`src/hw/rtl/ssfr_pkg.sv`:
```
package ssfr_pkg;

    localparam logic [2:0] MODE_IDLE   = 3'd0;
    localparam logic [2:0] MODE_HEADER = 3'd1;
    localparam logic [2:0] MODE_CMD    = 3'd2;
    localparam logic [2:0] MODE_DATA   = 3'd3;
    localparam logic [2:0] MODE_TAIL   = 3'd4;

    localparam logic [1:0] KIND_HEADER = 2'd0;
    localparam logic [1:0] KIND_CMD    = 2'd1;
    localparam logic [1:0] KIND_DATA   = 2'd2;
    localparam logic [1:0] KIND_TAIL   = 2'd3;

    localparam int HEADER_LEN = 5;
    localparam int CMD_LEN    = 2;
    localparam int TAIL_LEN   = 2;

    // byte positions inside the fixed segments
    localparam int POS_HDR_SOF    = 0;
    localparam int POS_HDR_LEN_LO = 1;
    localparam int POS_HDR_LEN_HI = 2;
    localparam int POS_HDR_SEQ    = 3;
    localparam int POS_CMD_LO     = 0;
    localparam int POS_TAIL_HI    = 0;

    localparam int TDATA_W = 88;

    typedef struct packed {
        logic       byte_en;     // store the accepted byte
        logic [2:0] mode;        // segment the byte belongs to
        logic       emit;        // byte completes header, command or tail
        logic       rd_en;       // read data buffer at rd_idx
        logic       drain_load;  // load buffered data byte into output
        logic       drain_last;  // final data beat of the segment
    } dp_cmd_t;

    function automatic int cnt_width(input int n);
        return (n > 7) ? $clog2(n + 1) : 3;
    endfunction

    function automatic int addr_width(input int n);
        return (n > 1) ? $clog2(n) : 1;
    endfunction

endpackage

```
`src/hw/rtl/ssfr_ctrl.sv`:
```
module ssfr_ctrl #(
    parameter int DATA_LEN = 12
) (
    input  logic                                    clk,
    input  logic                                    rst_n,
    input  logic                                    s_tvalid,
    output logic                                    s_tready,
    input  logic [7:0]                              rx_byte,
    input  logic                                    cfg_valid,
    output logic                                    cfg_ready,
    input  logic [7:0]                              cfg_data,
    input  logic                                    slot_free,
    output ssfr_pkg::dp_cmd_t                       cmd,
    output logic [ssfr_pkg::cnt_width(DATA_LEN)-1:0]  wr_pos,
    output logic [ssfr_pkg::addr_width(DATA_LEN)-1:0] rd_idx
);
    import ssfr_pkg::*;

    localparam int CW = cnt_width(DATA_LEN);
    localparam int AW = addr_width(DATA_LEN);

    localparam logic [1:0] PH_RUN  = 2'd0;
    localparam logic [1:0] PH_READ = 2'd1;
    localparam logic [1:0] PH_LOAD = 2'd2;

    logic [1:0]    phase_reg, phase_next;
    logic [2:0]    mode_reg, mode_next;
    logic [CW-1:0] cnt_reg, cnt_next;
    logic [AW-1:0] idx_reg, idx_next;
    logic [7:0]    start_reg;

    logic          in_fire;
    logic          done;
    logic [2:0]    mode_nx;
    logic [CW-1:0] cnt_base;
    logic [CW-1:0] cnt_inc;
    logic [CW-1:0] len_cur;
    logic [CW-1:0] len_nx;
    logic          store;
    logic          complete;
    logic          idx_last;

    function automatic logic [CW-1:0] seg_len(input logic [2:0] m);
        logic [CW-1:0] l;
        unique case (m)
            MODE_HEADER: l = CW'(HEADER_LEN);
            MODE_CMD:    l = CW'(CMD_LEN);
            MODE_DATA:   l = CW'(DATA_LEN);
            MODE_TAIL:   l = CW'(TAIL_LEN);
            default:     l = '0;
        endcase
        return l;
    endfunction

    assign cfg_ready = 1'b1;
    assign s_tready  = (phase_reg == PH_RUN) && slot_free;
    assign in_fire   = s_tvalid && s_tready;

    assign len_cur = seg_len(mode_reg);
    assign done    = (cnt_reg == len_cur);

    always_comb
    begin
        mode_nx = mode_reg;
        unique case (mode_reg)
            MODE_IDLE:
            begin
                if (rx_byte == start_reg)
                    mode_nx = MODE_HEADER;
            end
            MODE_HEADER:
            begin
                if (done)
                    mode_nx = MODE_CMD;
            end
            MODE_CMD:
            begin
                if (done)
                    mode_nx = MODE_DATA;
            end
            MODE_DATA:
            begin
                if (done)
                    mode_nx = MODE_TAIL;
            end
            MODE_TAIL:
            begin
                if (done && rx_byte == start_reg)
                    mode_nx = MODE_HEADER;
            end
            default: mode_nx = MODE_IDLE;
        endcase
    end

    assign len_nx   = seg_len(mode_nx);
    assign cnt_base = (mode_nx != mode_reg) ? '0 : cnt_reg;
    assign cnt_inc  = cnt_base + CW'(1);
    assign store    = (mode_nx != MODE_IDLE) && (cnt_base < len_nx);
    assign complete = store && (cnt_inc == len_nx);
    assign idx_last = (idx_reg == AW'(DATA_LEN - 1));

    assign wr_pos = cnt_base;
    assign rd_idx = idx_reg;

    always_comb
    begin
        phase_next = phase_reg;
        mode_next  = mode_reg;
        cnt_next   = cnt_reg;
        idx_next   = idx_reg;

        cmd            = '0;
        cmd.mode       = mode_nx;
        cmd.drain_last = idx_last;

        unique case (phase_reg)
            PH_RUN:
            begin
                if (in_fire)
                begin
                    mode_next   = mode_nx;
                    cnt_next    = store ? cnt_inc : cnt_base;
                    cmd.byte_en = store;
                    if (complete && mode_nx == MODE_DATA)
                    begin
                        phase_next = PH_READ;
                        idx_next   = '0;
                    end
                    else
                    begin
                        cmd.emit = complete;
                    end
                end
            end
            PH_READ:
            begin
                cmd.rd_en  = 1'b1;
                phase_next = PH_LOAD;
            end
            PH_LOAD:
            begin
                if (slot_free)
                begin
                    cmd.drain_load = 1'b1;
                    if (idx_last)
                    begin
                        phase_next = PH_RUN;
                    end
                    else
                    begin
                        idx_next   = idx_reg + AW'(1);
                        phase_next = PH_READ;
                    end
                end
            end
            default: phase_next = PH_RUN;
        endcase
    end

    always_ff @(posedge clk or negedge rst_n)
    begin
        if (!rst_n)
        begin
            phase_reg <= PH_RUN;
            mode_reg  <= MODE_IDLE;
            cnt_reg   <= '0;
            idx_reg   <= '0;
            start_reg <= 8'd165;
        end
        else
        begin
            phase_reg <= phase_next;
            mode_reg  <= mode_next;
            cnt_reg   <= cnt_next;
            idx_reg   <= idx_next;
            if (cfg_valid && cfg_ready)
                start_reg <= cfg_data;
        end
    end

endmodule

```
`src/hw/rtl/ssfr_datapath.sv`:
```
module ssfr_datapath #(
    parameter int DATA_LEN = 12
) (
    input  logic                                      clk,
    input  logic                                      rst_n,
    input  ssfr_pkg::dp_cmd_t                         cmd,
    input  logic [ssfr_pkg::cnt_width(DATA_LEN)-1:0]  wr_pos,
    input  logic [ssfr_pkg::addr_width(DATA_LEN)-1:0] rd_idx,
    input  logic [7:0]                                rx_byte,
    output logic                                      slot_free,
    output logic                                      m_tvalid,
    input  logic                                      m_tready,
    output logic [ssfr_pkg::TDATA_W-1:0]              m_tdata,
    output logic [1:0]                                m_tuser,
    output logic                                      m_tlast
);
    import ssfr_pkg::*;

    localparam int CW = cnt_width(DATA_LEN);
    localparam int AW = addr_width(DATA_LEN);

    logic [7:0] data_mem [DATA_LEN];
    logic [7:0] rdata_reg;

    logic [7:0] sof_reg;
    logic [7:0] len_lo_reg;
    logic [7:0] len_hi_reg;
    logic [7:0] seq_reg;
    logic [7:0] cmd_lo_reg;
    logic [7:0] tail_hi_reg;

    logic        out_valid_reg;
    logic [1:0]  kind_reg;
    logic [7:0]  o_sof_reg;
    logic [15:0] o_len_reg;
    logic [7:0]  o_seq_reg;
    logic [7:0]  o_hcrc_reg;
    logic [15:0] o_cmd_reg;
    logic [15:0] o_fcrc_reg;
    logic [3:0]  o_idx_reg;
    logic [7:0]  o_val_reg;
    logic        o_last_reg;

    logic [AW+3:0] idx_wide;
    logic          load;

    assign idx_wide  = {{4{1'b0}}, rd_idx};
    assign slot_free = !out_valid_reg || m_tready;
    assign load      = cmd.emit || cmd.drain_load;

    // data buffer: one write port, one registered read port
    always_ff @(posedge clk)
    begin
        if (cmd.byte_en && cmd.mode == MODE_DATA)
            data_mem[wr_pos[AW-1:0]] <= rx_byte;
        if (cmd.rd_en)
            rdata_reg <= data_mem[rd_idx];
    end

    always_ff @(posedge clk)
    begin
        if (cmd.byte_en)
        begin
            if (cmd.mode == MODE_HEADER)
            begin
                if (wr_pos == CW'(POS_HDR_SOF))
                    sof_reg <= rx_byte;
                if (wr_pos == CW'(POS_HDR_LEN_LO))
                    len_lo_reg <= rx_byte;
                if (wr_pos == CW'(POS_HDR_LEN_HI))
                    len_hi_reg <= rx_byte;
                if (wr_pos == CW'(POS_HDR_SEQ))
                    seq_reg <= rx_byte;
            end
            if (cmd.mode == MODE_CMD && wr_pos == CW'(POS_CMD_LO))
                cmd_lo_reg <= rx_byte;
            if (cmd.mode == MODE_TAIL && wr_pos == CW'(POS_TAIL_HI))
                tail_hi_reg <= rx_byte;
        end
    end

    // the completing byte is taken straight from the input
    always_ff @(posedge clk)
    begin
        if (load)
        begin
            o_sof_reg  <= '0;
            o_len_reg  <= '0;
            o_seq_reg  <= '0;
            o_hcrc_reg <= '0;
            o_cmd_reg  <= '0;
            o_fcrc_reg <= '0;
            o_idx_reg  <= '0;
            o_val_reg  <= '0;
            o_last_reg <= 1'b1;
            if (cmd.drain_load)
            begin
                kind_reg   <= KIND_DATA;
                o_idx_reg  <= idx_wide[3:0];
                o_val_reg  <= rdata_reg;
                o_last_reg <= cmd.drain_last;
            end
            else
            begin
                unique case (cmd.mode)
                    MODE_HEADER:
                    begin
                        kind_reg   <= KIND_HEADER;
                        o_sof_reg  <= sof_reg;
                        o_len_reg  <= {len_hi_reg, len_lo_reg};
                        o_seq_reg  <= seq_reg;
                        o_hcrc_reg <= rx_byte;
                    end
                    MODE_CMD:
                    begin
                        kind_reg  <= KIND_CMD;
                        o_cmd_reg <= {rx_byte, cmd_lo_reg};
                    end
                    default:
                    begin
                        kind_reg   <= KIND_TAIL;
                        o_fcrc_reg <= {tail_hi_reg, rx_byte};
                    end
                endcase
            end
        end
    end

    always_ff @(posedge clk or negedge rst_n)
    begin
        if (!rst_n)
            out_valid_reg <= 1'b0;
        else if (load)
            out_valid_reg <= 1'b1;
        else if (m_tready)
            out_valid_reg <= 1'b0;
    end

    assign m_tvalid = out_valid_reg;
    assign m_tuser  = kind_reg;
    assign m_tlast  = o_last_reg;
    assign m_tdata  = {4'b0000, o_val_reg, o_idx_reg, o_fcrc_reg, o_cmd_reg,
                       o_hcrc_reg, o_seq_reg, o_len_reg, o_sof_reg};

endmodule

```
`src/hw/rtl/segmented_serial_frame_receiver.sv`:
```
// Serial frame receiver: takes one received byte per s_tvalid/s_tready beat and walks
// a frame of a 5-byte header (start byte, length LE, sequence, CRC8), a 2-byte LE command
// id, a DATA_LEN-byte data segment and a 2-byte tail CRC16 sent high byte first. Each
// completed header, command or tail gives one m_* beat with tlast set; a completed data
// segment gives DATA_LEN beats, tlast on the final one. Fields not belonging to the
// segment kind read as zero. After the tail, bytes other than the start byte are dropped.
// A byte is taken only while the output register is free. The byte completing the data
// segment starts a readout: each beat is read from the data buffer's registered port,
// then loaded into the output register once free; no byte is taken until the last one
// is loaded. No CRC is checked. start_byte (reset 0xA5) is written through
// cfg_valid/cfg_data; the user must do so only while the block is idle (not enforced).
module segmented_serial_frame_receiver #(
    parameter int DATA_LEN = 12
) (
    input  logic                         clk,
    input  logic                         rst_n,
    input  logic                         s_tvalid,
    output logic                         s_tready,
    input  logic [7:0]                   s_tdata,   // [7:0] rx_byte
    output logic                         m_tvalid,
    input  logic                         m_tready,
    // [7:0] sof_byte, [23:8] payload_length, [31:24] seq_number, [39:32] header_crc,
    // [55:40] command_id, [71:56] frame_crc, [75:72] data_index, [83:76] data_value
    output logic [ssfr_pkg::TDATA_W-1:0] m_tdata,
    output logic [1:0]                   m_tuser,   // [1:0] seg_kind
    output logic                         m_tlast,   // last
    input  logic                         cfg_valid,
    output logic                         cfg_ready,
    input  logic [7:0]                   cfg_data   // start_byte
);
    import ssfr_pkg::*;

    localparam int CW = cnt_width(DATA_LEN);
    localparam int AW = addr_width(DATA_LEN);

    dp_cmd_t       cmd;
    logic [CW-1:0] wr_pos;
    logic [AW-1:0] rd_idx;
    logic          slot_free;

    ssfr_ctrl #(
        .DATA_LEN (DATA_LEN)
    ) u_ctrl (
        .clk       (clk),
        .rst_n     (rst_n),
        .s_tvalid  (s_tvalid),
        .s_tready  (s_tready),
        .rx_byte   (s_tdata),
        .cfg_valid (cfg_valid),
        .cfg_ready (cfg_ready),
        .cfg_data  (cfg_data),
        .slot_free (slot_free),
        .cmd       (cmd),
        .wr_pos    (wr_pos),
        .rd_idx    (rd_idx)
    );

    ssfr_datapath #(
        .DATA_LEN (DATA_LEN)
    ) u_datapath (
        .clk       (clk),
        .rst_n     (rst_n),
        .cmd       (cmd),
        .wr_pos    (wr_pos),
        .rd_idx    (rd_idx),
        .rx_byte   (s_tdata),
        .slot_free (slot_free),
        .m_tvalid  (m_tvalid),
        .m_tready  (m_tready),
        .m_tdata   (m_tdata),
        .m_tuser   (m_tuser),
        .m_tlast   (m_tlast)
    );

endmodule
```
`config.mk`:
```
export PLATFORM = sky130hd
export DESIGN_NAME = segmented_serial_frame_receiver
export DESIGN_NICKNAME = d
export VERILOG_FILES = /design/src/hw/rtl/ssfr_pkg.sv /design/src/hw/rtl/ssfr_ctrl.sv /design/src/hw/rtl/ssfr_datapath.sv /design/src/hw/rtl/segmented_serial_frame_receiver.sv
export SDC_FILE = /design/constraint.sdc
export NUM_CORES = 1
export LEC_CHECK = 0
export ABC_AREA = 1
export ABC_CLOCK_PERIOD_IN_PS = 15440
export BUFFER_PORTS_ARGS = -buffer_cell sky130_fd_sc_hd__buf_2
export CAP_MARGIN = 20
export CELL_PAD_IN_SITES_DETAIL_PLACEMENT = 1
export CELL_PAD_IN_SITES_GLOBAL_PLACEMENT = 1
export CORE_UTILIZATION = 49
export DETAILED_ROUTE_END_ITERATION = 7
export PLACE_DENSITY_LB_ADDON = 0.1
export REMOVE_ABC_BUFFERS = 1
export SYNTH_ARGS = -nofsm -noshare
export SYNTH_HDL_FRONTEND = slang
export SYNTH_SLANG_ARGS = --single-unit
```
`constraint.sdc`:
```
create_clock -name clk -period 15.44 [get_ports clk]
set_input_delay 3.088 -clock clk [delete_from_list [all_inputs] [get_ports clk]]
set_output_delay 3.088 -clock clk [all_outputs]
set_load 0.01 [all_outputs]
```
==> out/summary.txt, run 1 <==
status = complete, no violations
post-synthesis sequential area ratio = 0.7332
drt drc = 0
Max Slew Vio Count = 0
final setup fails = 0
Placeable Area = 21090 µm²
DRT Pass-1 Iters = 4
Final min period = 7.026 ns
Avg WL per Cell = 20.42 µm
GRT Util Overall = 0.2450
NetSw = 0.7811 mW
Worst Setup End Kind = flop
die width = 148.7 µm
crit-path max cell delay = 0.38 ns
crit path max-delay cell type = buf_4
# clock sinks = 261
DRT Wirelength = 26.33 mm
pin count of the biggest net entering global routing = 88
setup bufs post-CTS = 0
clock-pin slew on the worst setup and hold paths = 0.06 ns
first-pass GRT wire length = 40.05 mm
top cells by count, synth = 239 x edfxtp_1, 187 x nor2_1, 106 x inv_1
Distinct cells, synth = 34
pre-CTS worst setup slack = 7.642 ns
fmax = 142.3 MHz
Syn Inst Count = 878
top cell type's share of synthesized area = 0.6805
Worst Path Max Fanout = 64
Yosys reg bits = 261
Ports = 115
Layout Nets = 1023
Clk pwr share = 0.290
sw frac = 0.3427
Setup WS post-layout = 8.414 ns
Max VDD drop = 0.09886 mV
initial core utilization = 0.5001
final hold slack = 0.5245 ns
Relative slew margins = 0.3173
Final Power = 2.279 mW
Power Density = 185.6 nW/µm²
Final Cell Area = 12280 µm²
cts bufs inserted = 27
most used cell, CP = nand2_1
Arrival @ worst endpoint = 7.25 ns
Via density = 5.275
die height = 148.7 µm
combinational share of power = 0.284
kind of critical path = input pin to flop
leak pwr = 4.869 nW
fraction of layout instances using a drive strength above 1 = 0.1884
port bufs = 109
EDFF count, synth = 239
warnings from Yosys = 0
worst-case clock buffer depth = 3
top-count cell post-synth = edfxtp_1
Largest register FFs = 96
number of global-route vias before repair = 7116
DP HPWL = 16.59 mm
syn avg cell area = 12.01 µm²
DRT iter0 DRCs = 435
vias = 6799
share of power burned in registers = 0.426
Min-Delay Path Class = flop to flop
Placed Cells = 1235
Period Utilization, post-route = 0.4550
post-route ant nets = 0
fill count = 2264
asr flop ratio synth = 0.08429
clk_skew = 0.01643 ns
# H-tree levels = 1
fin util = 0.5825
critical path data required time = 15.67 ns
Slew @ Worst Pin = 1.020 ns
Fin Setup TNS = 0 ns
number of cell rows = 53
CTS root buf = clkbuf_16
CP Launch Type = input pin
synth-to-layout area growth = 16.48%
cts repair resizes = 0
top cells by area, synth = edfxtp_1 68%, nor2_1 6.7%, dfrtp_1 4.3%
gr ovfl total = 0
Int Power = 1.498 mW
number of diodes = 0
predominant post-synthesis flop cell = edfxtp_1
clk_lat worst skew = 0.55 ns
number of max-cap violations = 0
endpoints failing hold = 0
initial antenna violation count = 0
post-route insts no fill = 1289
unrepaired setup endpoints after global routing = no
cell taking the most area after synthesis = edfxtp_1
area of the mapped netlist = 10550 µm²
Post-DP Area = 11330 µm²
CTS tree = built
GPL Wtd Cong = 0.8302
# hold bufs at CTS = 0
DIE AREA = 22110 µm²
final timing paths:
check,start,end,slack (ns),cells after the start
max,s_tdata[6],u_datapath.o_seq_reg[6],8.41,29
min,u_ctrl.start_reg[0],u_ctrl.start_reg[0],0.52,2
max reg2reg,u_ctrl.mode_reg[2],u_datapath.o_seq_reg[6],10.57,28
min reg2reg,u_ctrl.start_reg[0],u_ctrl.start_reg[0],0.52,2
max in group asynchronous,rst_n,u_ctrl.start_reg[7],12.57,1
min in group asynchronous,rst_n,u_ctrl.start_reg[4],2.51,1
power groups by stage:
stage                     sequential, mW  clock, mW  combinational (mW)
final                              0.971      0.662               0.646
after global routing               0.981      0.694               0.721
after CTS                          0.977      0.670               0.641
after detailed placement           0.990          0               0.633
after global placement             0.985          0               0.614
after floorplan                     1.03          0               0.338
cells in the final DEF (no fill, tap or decap), drive strengths merged, types with 3 or more instances in the layout:
| master | netlist | layout |
|---|---|---|
| edfxtp | 239 | 239 |
| nor2 | 196 | 196 |
| buf | 9 | 117 |
| inv | 108 | 109 |
| nand2 | 108 | 108 |
| o21ai | 65 | 65 |
| nand3 | 33 | 33 |
| clkbuf | 27 | 32 |
| dfrtp | 18 | 18 |
| a21oi | 14 | 14 |
| clkinv | 0 | 12 |
| o22ai | 9 | 9 |
| ha | 9 | 9 |
| nor3 | 6 | 6 |
| nand4 | 5 | 5 |
| xnor2 | 5 | 5 |
| o221ai | 5 | 5 |
| conb | 2 | 5 |
| a211oi | 4 | 4 |
| a31oi | 4 | 4 |
| mux2 | 4 | 4 |
| bufinv | 0 | 4 |
| dfstp | 4 | 4 |
| clkinvlp | 0 | 3 |
cell type report:
class / count / area [µm²] / area share
Clock inverter: 20 / 216.5 / 0.01762
Timing Repair Buffer: 119 / 644.4 / 0.05245
Multi-Input combinational cell: 476 / 2250 / 0.1831
Sequential cell: 261 / 7732 / 0.6295
Clock buffer: 30 / 686.9 / 0.05592
Tap cell: 275 / 344.1 / 0.02801
Inverter: 108 / 410.4 / 0.03341
cell families after synthesis:
family          after synthesis  share of synthesized area
buf+inv                     144                    0.05576
fa+ha+maj                     9                    0.01068
xor+xnor                      6                   0.004983
mux                           4                   0.004271
flops                       261                     0.7332
compound gates              102                    0.05327
other cells                   2                  0.0007121
simple gates                350                     0.1371
routing by layer:
metal / track usage / part of all wire / vias up
met5: 0 / 0 / -
met4: 0.07732 / 0.024 / 0
met3: 0.03589 / 0.048 / 45
met2: 0.4334 / 0.52 / 187
met1: 0.3095 / 0.41 / 3384
li1: - / - / 3183
worst max-delay path, delay by kind of cell:
kind                       cells  cell delay (ns)
adders and majority gates      1             0.30
AOI/OAI and AO/OA              2             0.26
and+or+nand+nor               21             2.24
buffers and inverters          5             1.27
Note: power is estimated with default switching activity, not from simulation.
==> inputs of run 2 (changes only) <==
--- a/config.mk
+++ b/config.mk
@@ -6,12 +6,12 @@
 export NUM_CORES = 1
 export LEC_CHECK = 0
 export ABC_AREA = 1
-export ABC_CLOCK_PERIOD_IN_PS = 15440
+export ABC_CLOCK_PERIOD_IN_PS = 6800
 export BUFFER_PORTS_ARGS = -buffer_cell sky130_fd_sc_hd__buf_2
 export CAP_MARGIN = 20
 export CELL_PAD_IN_SITES_DETAIL_PLACEMENT = 1
 export CELL_PAD_IN_SITES_GLOBAL_PLACEMENT = 1
-export CORE_UTILIZATION = 49
+export CORE_UTILIZATION = 47
 export DETAILED_ROUTE_END_ITERATION = 7
 export PLACE_DENSITY_LB_ADDON = 0.1
 export REMOVE_ABC_BUFFERS = 1
==> constraint.sdc (replaced) <==
create_clock -name clk -period 6.8 [get_ports clk]
set_input_delay 1.36 -clock clk [delete_from_list [all_inputs] [get_ports clk]]
set_output_delay 1.36 -clock clk [all_outputs]
set_load 0.01 [all_outputs]
==> run 2 against run 1 <==
Compared with the run above:
- clock skew fell by 0.0077 ns
- wire length rose by 0.49%
- cell area fell by 0.26%
- combinational power rose by 130%
- non-clock buffer count rose by 4
- sequential cell count did not move
- sequential power rose by 130%
- sequential share of layout area rose by 0.17 points
==> out/summary.txt, run 2 (synthesis gave the netlist of run 1 again) <==
Worst Setup End Kind = flop
# hold bufs at CTS = 0 (unchanged)
most used cell, CP = nand2_1
die width = 151.8 µm (+2.1%)
Max Slew Vio Count = 0 (unchanged)
unrepaired setup endpoints after global routing = no
gr ovfl total = 0 (unchanged)
die height = 151.8 µm (+2.1%)
fmax = 187.1 MHz
DP HPWL = 17.03 mm (+2.7%)
DRT Wirelength = 26.46 mm (+0.49%)
GPL Wtd Cong = 0.8072 (-2.8%)
number of diodes = 0 (unchanged)
GRT Util Overall = 0.2388 (-0.006191)
DIE AREA = 23040 µm² (+4.2%)
commonest cells after routing, fill and taps aside = 239 x edfxtp_1, 187 x nor2_1, 109 x buf_2
DRT iter0 DRCs = 376 (-14%)
area of the multi-input gates = 2245 µm² (-0.22%)
NetSw = 1.750 mW (+120%)
endpoints failing hold = 0 (unchanged)
Post-DP Area = 11400 µm² (+0.65%)
status = complete, no violations
critical path data required time = 7.03 ns (-8.64 ns)
Int Power = 3.347 mW (+120%)
Layout Nets = 1027 (+0.39%)
Avg WL per Cell = 20.40 µm (-0.13%)
Relative slew margins = 0.1999 (-0.1174)
worst-case clock buffer depth = 3 (unchanged)
clock-pin slew on the worst setup and hold paths = 0.06 ns (about the same)
register area = 7732 µm² (unchanged)
CP Launch Type = input pin
# clock sinks = 261 (unchanged)
Arrival @ worst endpoint = 5.57 ns (-1.68 ns)
Hold Path Origin = u_ctrl.start_reg[0]
post-route ant nets = 0 (unchanged)
drt drc = 0 (unchanged)
port bufs = 109 (unchanged)
Setup WS post-layout = 1.455 ns (-6.959 ns)
final setup fails = 0 (unchanged)
Period Utilization, post-route = 0.7860
CTS tree = built
Min-Delay Path Class = flop to flop
number of max-cap violations = 0 (unchanged)
pre-CTS worst setup slack = 0.9339 ns (-6.708 ns)
Clk pwr share = 0.280 (-0.010)
Placeable Area = 21890 µm² (+3.8%)
leak pwr = 4.865 nW (about the same)
Placed Cells = 1248 (+1.1%)
fill count = 2308 (+1.9%)
CTS root buf = clkbuf_16
DRT Pass-1 Iters = 4 (unchanged)
Crit path max-delay family = simple AND/OR/NAND/NOR gates
synth-to-layout area growth = 16.17%
# H-tree levels = 1 (unchanged)
clk_lat worst skew = 0.53 ns (-0.02 ns)
clk_skew = 0.008775 ns (-0.007658 ns)
CP startpoint = s_tdata[6]
number of cell rows = 54 (+1.9%)
initial antenna violation count = 0 (unchanged)
cts repair resizes = 0 (unchanged)
sw frac = 0.3433 (+0.0006440)
Ports = 115 (unchanged)
vias = 6769 (-0.44%)
Worst Path Max Fanout = 48 (-25%)
crit path max-delay cell type = nand2_4
Final Cell Area = 12250 µm² (-0.26%)
FF-to-FF Start = u_ctrl.mode_reg[2]
Slew @ Worst Pin = 1.196 ns (+0.1754 ns)
Final min period = 5.345 ns
Fin Setup TNS = 0 ns (unchanged)
kind of critical path = input pin to flop
Power Density = 416.0 nW/µm² (+120%)
Max VDD drop = 0.2105 mV (+110%)
first-pass GRT wire length = 40.45 mm (+1.0%)
crit-path max cell delay = 0.54 ns (+0.16 ns)
Via density = 5.219 (-1.1%)
fraction of layout instances using a drive strength above 1 = 0.1839 (-0.004489)
Largest register FFs = 96 (unchanged)
CP Buf/Inv Count = 4 (-1)
number of global-route vias before repair = 7173 (+0.80%)
combinational share of power = 0.288 (+0.004)
fin util = 0.5597 (-0.02286)
most common cell after layout, fill and taps aside = edfxtp_1
share of power burned in registers = 0.432 (+0.006)
pin count of the biggest net entering global routing = 55 (-38%)
initial core utilization = 0.4818 (-0.01835)
cts bufs inserted = 27 (unchanged)
post-route insts no fill = 1297 (+0.62%)
setup bufs post-CTS = 0 (unchanged)
run 2: changes by cell type in the layout (fill, tap and decap cells not counted), moves of 3 or more:
cell,change
clkinv_1,+5
clkinvlp_4,-3
buf_4,+7
clkinv_2,-4
run 2: layout make-up:
type | instances | area share
Timing Repair Buffer | 123 | 0.05413
Inverter | 108 | 0.03350
Sequential cell | 261 | 0.6311
Clock inverter | 18 | 0.01307
Clock buffer | 31 | 0.05637
Multi-Input combinational cell | 476 | 0.1832
Tap cell | 280 | 0.02859
run 2: layer usage:
metal | part of all wire | track usage | vias up
met4 | 0.021 | 0.07772 | 0
met1 | 0.42 | 0.3077 | 3371
met5 | 0 | 0 | -
met2 | 0.51 | 0.4198 | 176
li1 | - | - | 3187
met3 | 0.045 | 0.02725 | 35
run 2: metrics by stage:
step / power, mW / hold WS [ns]
3_5_place_dp: 3.699 / 0.4895
6_report: 5.097 / 0.4943
5_1_grt: 5.384 / 0.5278
3_3_place_gp: 3.653 / 0.4860
2_1_floorplan: 3.115 / 0.4685
4_1_cts: 5.145 / 0.4978
run 2: final timing paths:
check / slack [ns] / end / cells past startpoint
max: 1.45 / u_datapath.o_len_reg[6] / 28
min: 0.49 / u_ctrl.start_reg[0] / 2
max reg2reg: 1.87 / u_datapath.o_len_reg[6] / 27
min reg2reg: 0.49 / u_ctrl.start_reg[0] / 2
max in group asynchronous: 5.61 / u_ctrl.start_reg[5] / 1
min in group asynchronous: 0.82 / u_ctrl.cnt_reg[3] / 1
run 2: worst reg2reg max path, delay by kind of cell, from the launching register on:
family,cells,cell delay [ns]
fa+ha+maj,1,0.29
compound gates,2,0.26
simple gates,21,2.84
flops,1,0.68
buf+inv,3,0.53
run 2: power groups by stage:
stage	combinational, mW	sequential [mW]	clock, mW
3_5_place_dp	1.46	2.24	0
2_1_floorplan	0.768	2.35	0
5_1_grt	1.65	2.23	1.50
4_1_cts	1.48	2.21	1.45
6_report	1.47	2.20	1.43
3_3_place_gp	1.42	2.23	0
